### src/rtl/core/pfp_pkg.sv
`timescale 1ns / 1ps

package pfp_pkg;

  localparam int FrameLen = 9;
  localparam int TextLen  = 7;
  localparam int PosW     = 4;

  localparam logic [PosW-1:0] LastPos = PosW'(FrameLen - 1);

  typedef logic [7:0] char_t;

  localparam char_t ChSemi  = 8'h3B;
  localparam char_t ChColon = 8'h3A;
  localparam char_t ChX     = 8'h78;
  localparam char_t ChZero  = 8'h30;
  localparam char_t ChNine  = 8'h39;
  localparam char_t ChNul   = 8'h00;
  localparam char_t ChE     = 8'h45;
  localparam char_t ChR     = 8'h52;
  localparam char_t ChO     = 8'h4F;
  localparam char_t ChBang  = 8'h21;

  typedef logic [FrameLen-1:0][7:0] frame_t;
  typedef logic [FrameLen-2:0][7:0] head_t;
  typedef logic [TextLen-1:0][7:0]  text_t;

  typedef struct packed {
    logic  ok;
    text_t text;
  } result_t;

endpackage

### src/rtl/core/pressure_frame_parser_top.sv
`timescale 1ns / 1ps
// Channel   Valid       Stall       Payload
// input     rx_valid    rx_stall    rx_byte
// output    text_valid  text_stall  frame_ok, text_char0 .. text_char6
//
// One byte is taken per cycle while rx_stall is low; every ninth byte closes a frame.
// A closed frame is held in the frame register, is checked and formatted
// combinationally, and lands in the output register, which drives the result.
// The frame register and output register give full rate while text_stall is low.
// Synchronous reset clears the byte position and both valid flags.
// rx_stall rises only while a finished frame waits and the output is stalled.

module pressure_frame_parser_top (
  input  logic       clk,
  input  logic       rst,
  input  logic       rx_valid,
  output logic       rx_stall,
  input  logic [7:0] rx_byte,
  output logic       text_valid,
  input  logic       text_stall,
  output logic       frame_ok,
  output logic [7:0] text_char0,
  output logic [7:0] text_char1,
  output logic [7:0] text_char2,
  output logic [7:0] text_char3,
  output logic [7:0] text_char4,
  output logic [7:0] text_char5,
  output logic [7:0] text_char6
);
  import pfp_pkg::*;

  frame_t  frame;
  logic    frame_valid;
  logic    frame_taken;
  logic    load_ready;
  result_t result;
  result_t out_data;

  assign frame_taken = frame_valid && load_ready;

  pfp_collect u_collect (
    .clk         (clk),
    .rst         (rst),
    .rx_valid    (rx_valid),
    .rx_stall    (rx_stall),
    .rx_byte     (rx_byte),
    .frame_taken (frame_taken),
    .frame_valid (frame_valid),
    .frame       (frame)
  );

  pfp_format u_format (
    .frame  (frame),
    .result (result)
  );

  pfp_out u_out (
    .clk        (clk),
    .rst        (rst),
    .load_valid (frame_valid),
    .load_ready (load_ready),
    .load_data  (result),
    .out_valid  (text_valid),
    .out_stall  (text_stall),
    .out_data   (out_data)
  );

  assign frame_ok   = out_data.ok;
  assign text_char0 = out_data.text[0];
  assign text_char1 = out_data.text[1];
  assign text_char2 = out_data.text[2];
  assign text_char3 = out_data.text[3];
  assign text_char4 = out_data.text[4];
  assign text_char5 = out_data.text[5];
  assign text_char6 = out_data.text[6];

endmodule

### src/rtl/core/pfp_collect.sv
`timescale 1ns / 1ps

module pfp_collect (
  input  logic           clk,
  input  logic           rst,
  input  logic           rx_valid,
  output logic           rx_stall,
  input  pfp_pkg::char_t rx_byte,
  input  logic           frame_taken,
  output logic           frame_valid,
  output pfp_pkg::frame_t frame
);
  import pfp_pkg::*;

  logic [PosW-1:0] pos;
  head_t           head;
  logic            rx_xfer;
  logic            frame_valid_next;

  assign rx_stall = frame_valid && !frame_taken;
  assign rx_xfer  = rx_valid && !rx_stall;

  always_comb begin
    frame_valid_next = frame_valid && !frame_taken;
    if (rx_xfer && pos == LastPos) begin
      frame_valid_next = 1'b1;
    end
  end

  always_ff @(posedge clk) begin
    if (rst) begin
      pos         <= '0;
      frame_valid <= 1'b0;
    end else begin
      frame_valid <= frame_valid_next;
      if (rx_xfer) begin
        if (pos == LastPos) begin
          pos <= '0;
        end else begin
          pos <= pos + 1'b1;
        end
      end
    end
  end

  always_ff @(posedge clk) begin
    if (rx_xfer) begin
      if (pos == LastPos) begin
        frame <= {rx_byte, head};
      end else begin
        head[pos[PosW-2:0]] <= rx_byte;
      end
    end
  end

endmodule

### src/rtl/core/pfp_format.sv
`timescale 1ns / 1ps

module pfp_format (
  input  pfp_pkg::frame_t  frame,
  output pfp_pkg::result_t result
);
  import pfp_pkg::*;

  logic [5:0] digit_ok;
  logic       delim_ok;
  text_t      good_text;
  text_t      err_text;

  function automatic logic is_digit(input char_t c);
    return (c >= ChZero) && (c <= ChNine);
  endfunction

  always_comb begin
    digit_ok[0] = is_digit(frame[1]);
    digit_ok[1] = is_digit(frame[2]);
    digit_ok[2] = is_digit(frame[3]);
    digit_ok[3] = is_digit(frame[5]);
    digit_ok[4] = is_digit(frame[6]);
    digit_ok[5] = is_digit(frame[7]);
    delim_ok    = (frame[0] == ChSemi) && (frame[4] == ChX) && (frame[8] == ChColon);

    for (int j = 0; j < TextLen; j++) begin
      good_text[j] = frame[j+1];
    end
    if (frame[5] == ChZero) begin
      good_text[4] = frame[6];
      good_text[5] = frame[7];
      good_text[6] = ChNul;
    end

    err_text[0] = ChE;
    err_text[1] = ChR;
    err_text[2] = ChR;
    err_text[3] = ChO;
    err_text[4] = ChBang;
    err_text[5] = ChNul;
    err_text[6] = ChNul;

    result.ok   = delim_ok && (&digit_ok);
    result.text = result.ok ? good_text : err_text;
  end

endmodule

### src/rtl/core/pfp_out.sv
`timescale 1ns / 1ps

module pfp_out (
  input  logic             clk,
  input  logic             rst,
  input  logic             load_valid,
  output logic             load_ready,
  input  pfp_pkg::result_t load_data,
  output logic             out_valid,
  input  logic             out_stall,
  output pfp_pkg::result_t out_data
);
  import pfp_pkg::*;

  assign load_ready = !out_valid || !out_stall;

  always_ff @(posedge clk) begin
    if (rst) begin
      out_valid <= 1'b0;
    end else if (load_ready) begin
      out_valid <= load_valid;
    end
  end

  always_ff @(posedge clk) begin
    if (load_ready && load_valid) begin
      out_data <= load_data;
    end
  end

endmodule
### config.mk
export PLATFORM = sky130hd
export DESIGN_NAME = pressure_frame_parser_top
export DESIGN_NICKNAME = d
export VERILOG_FILES = /design/src/rtl/core/pfp_pkg.sv /design/src/rtl/core/pressure_frame_parser_top.sv /design/src/rtl/core/pfp_collect.sv /design/src/rtl/core/pfp_format.sv /design/src/rtl/core/pfp_out.sv
export SDC_FILE = /design/constraint.sdc
export NUM_CORES = 1
export LEC_CHECK = 0
export BUFFER_PORTS_ARGS = -buffer_cell sky130_fd_sc_hd__buf_2
export CORE_MARGIN = 10
export CORE_UTILIZATION = 40
export DETAILED_ROUTE_END_ITERATION = 12
export PLACE_DENSITY_LB_ADDON = 0.15
export REMOVE_ABC_BUFFERS = 1
export SETUP_SLACK_MARGIN = 0.05
export SLEW_MARGIN = 20
export SYNTH_ARGS = -nofsm -noshare
export SYNTH_HDL_FRONTEND = slang
export SYNTH_HIERARCHICAL = 1
export SYNTH_SLANG_ARGS = --single-unit
### constraint.sdc
create_clock -name clk -period 19.8 [get_ports clk]
set_input_delay 0 -clock clk [delete_from_list [all_inputs] [get_ports clk]]
set_output_delay 0 -clock clk [all_outputs]
set_load 0.01 [all_outputs]
==> flow_metrics.env <==
export IMPL_status="complete, no violations"
export IMPL_synthCells=355
export IMPL_skew_ns=0.0108
export IMPL_core_area_um2=16700
export IMPL_synth_fa_ha_area_share_pct=0.365
export IMPL_crit_path_start_kind="flop"
export IMPL_grt_pass1_vias=3259
export IMPL_fmax_mhz=368
export IMPL_muxShareOfSynthArea_pct=0.584
export IMPL_relSlewSlack_pct=37.7
export IMPL_p_total_mw=0.798
export IMPL_hpwlAfterDp_um=7360
export IMPL_grt_usage_pct=10.1
export IMPL_synth_simple_area_share_pct=8.47
export IMPL_place_congestion=0.745
export IMPL_ys_ff_latch=199
export IMPL_drt_first_pass_iters=5
export IMPL_yosysTopAreaCell="edfxtp_1"
export IMPL_final_common_cell="edfxtp_1"
export IMPL_fin_crit_sh_pct=13.7
export IMPL_holdBufCountCts=12
export IMPL_setup_viol=0
export IMPL_drc=0
export IMPL_design_die_area_um2=22800
export IMPL_portBuffers=70
export IMPL_final_cell_mix="edfxtp_1, buf_2, nor2_1, clkbuf_16, conb_1"
export IMPL_num_vias=3135
export IMPL_avgRoutedWirePerCell_um=16.3
export IMPL_root_buffer="clkbuf_16"
export IMPL_grt_overflow=0
export IMPL_power_density_nw_per_um2=98.5
export IMPL_synth_xor_area_share_pct=0
export IMPL_required_ns=19.95
export IMPL_synth_top_family_by_area="simple AND/OR/NAND/NOR gates"
export IMPL_synth_cell_area_um2=6860
export IMPL_worstPathCellList="nor4b_1 -> nand4_1 -> or4_1 -> or3_1"
export IMPL_nets=463
export IMPL_worst_pin_slew_ns=0.934
export IMPL_drv_slew=0
export IMPL_setup_tns_ns=0
export IMPL_synth_compound_area_share_pct=1.62
export IMPL_p_leak_nw=2.56
export IMPL_final_fill_count=1396
export IMPL_hold_viol=0
export IMPL_seq_area_frac_synth_pct=86.3
export IMPL_n_antenna_cell=0
export IMPL_drive_above_1_share_pct=24.2
export IMPL_cts_resized=0
export IMPL_cts_sinks=199
export IMPL_clk_pin_slew_ns=0.06
export IMPL_ios=71
export IMPL_arrival_ns=2.87
export IMPL_syn_area_per_cell_um2=19.3
export IMPL_period_needed_ns=2.72
export IMPL_drtIter0Drc=170
export IMPL_grt_pass1_wl_um=17400
export IMPL_yosys_warnings=6
export IMPL_drv_cap=0
export IMPL_cp_slowest_cell="or4_1"
export IMPL_ir_worst_vdd_v=0.0000598
export IMPL_fp_dieH_um=151
export IMPL_grt_start_max_net_pins=73
export IMPL_crit_fanout=27
export IMPL_tritoncts="done"
export IMPL_clk_path_buf_depth=2
export IMPL_cp_slowest_stage_delay_ns=0.88
export IMPL_antenna_found_initial=0
export IMPL_h_tree_depth=4
export IMPL_endpoint_kind="flop"
export IMPL_cts_buffers=17
export IMPL_die_width_um=151
export IMPL_initial_core_util_pct=41.1
export IMPL_wirelength_um=11100
export IMPL_yosysTopAreaCellShare_pct=84.5
export IMPL_yosys_top_cells_area="edfxtp_1, dfxtp_1, buf_4"
export IMPL_ant_nets=0
export IMPL_area_growth_syn_to_layout_pct=18.2
export IMPL_num_rows=47
export IMPL_yosysUniqueCellTypes=36
export IMPL_rsz0062_at_grt="false"
export IMPL_min_path_type="in -> reg"
export IMPL_via_per_inst=4.60
export IMPL_post_cts_setup_buffers=0
export IMPL_clk_latency_ns=0.42
export IMPL_criticalPathCategory="reg -> reg"
[cells by family after synthesis]
group | Yosys count
buffers and inverters | 29
other | 2
adder cells (fa/ha/maj) | 2
flip-flops | 199
AO/OA/AOI/OAI | 21
multiplexers | 4
AND/OR/NAND/NOR | 98
[flip-flops by register name, summed over array words and instances, names as in the netlist]
| register | flops |
|---|---|
| u_collect/frame | 72 |
| u_collect/head | 64 |
| u_out/out_data | 57 |
| u_collect/pos | 4 |
| u_collect/frame_valid | 1 |
| u_out/out_valid | 1 |
[cell type report]
type / count / area, um2 / share of cell area [%]
Timing Repair Buffer: 86 / 500 / 6.17
Sequential cell: 199 / 5920 / 73.0
Tap cell: 220 / 275 / 3.40
Clock buffer: 25 / 465 / 5.74
Multi-Input combinational cell: 140 / 831 / 10.3
Inverter: 5 / 18.8 / 0.232
Clock inverter: 7 / 98.8 / 1.22
[stage by stage]
step | hold WS (ns) | cell area, um2 | std cells | worst slack, ns | utilization, %
after floorplan | 0.0691 | 6750 | 344 | 13.55 | -
final | 0.378 | 8110 | 682 | 17.08 | 48.5
after global placement | 0.250 | 7420 | 638 | 17.12 | 44.4
after detailed placement | 0.267 | 7420 | 638 | 17.09 | 44.4
after global routing | 0.379 | 8110 | 682 | 16.87 | 48.5
after CTS | 0.352 | 8110 | 682 | 17.08 | 48.5
[routing by layer]
layer	GRT usage, %	vias up	routed length [um]
met2	15.9	83	5150
li1	-	1528	-
met5	0	-	0
met4	3.90	0	154
met1	12.7	1513	5000
met3	3.43	11	784
[report_power, final]
part           internal [mW]  leakage (nW)  switching [mW]  total [mW]
clock network          0.190         0.258           0.135       0.325
logic                0.00345         0.587         0.00681      0.0103
registers              0.461          1.72         0.00113       0.463
total                  0.655          2.56           0.143       0.798
[critical path: cells and delay by family, from the launching register on]
family           cells  cell delay (ns)
DFF                  1             0.36
and+or+nand+nor      4             2.09
[cell usage after synthesis]
| library cell | number |
|---|---|
| and4b_1 | 3 |
| inv_2 | 2 |
| nand2_1 | 11 |
| buf_2 | 3 |
| and2_1 | 3 |
| o21ai_0 | 9 |
| and4_1 | 1 |
| or4_1 | 2 |
| clkbuf_1 | 5 |
| nand2b_4 | 1 |
| o31ai_1 | 2 |
| mux2i_1 | 4 |
| nor4_1 | 2 |
| buf_4 | 15 |
| nor4b_1 | 1 |
| a31oi_1 | 1 |
| conb_1 | 2 |
| nor2_1 | 25 |
| nor2b_1 | 1 |
| nor4b_2 | 1 |
| edfxtp_1 | 193 |
| and4bb_2 | 1 |
| inv_1 | 3 |
| a21oi_1 | 9 |
| ha_1 | 2 |
| or3_1 | 4 |
| or2b_1 | 1 |
| nor4bb_1 | 5 |
| dfxtp_1 | 6 |
| nand3_1 | 10 |
| nor3_2 | 4 |
| nand3b_1 | 1 |
| nand4_1 | 7 |
| buf_6 | 1 |
| nor3_1 | 6 |
| and3_1 | 8 |
[final timing paths]
check,start,endpoint,slack [ns],cells past startpoint
worst max register to register,u_collect/frame[2],u_out/out_data[2],17.08,4
worst min register to register,u_collect/head[4],u_collect/frame[4],0.42,0
worst min-delay path,rst,u_collect/frame_valid,0.38,3
worst max-delay path,u_collect/frame[2],u_out/out_data[2],17.08,4
No activity file was read; power rests on OpenSTA's default activity.
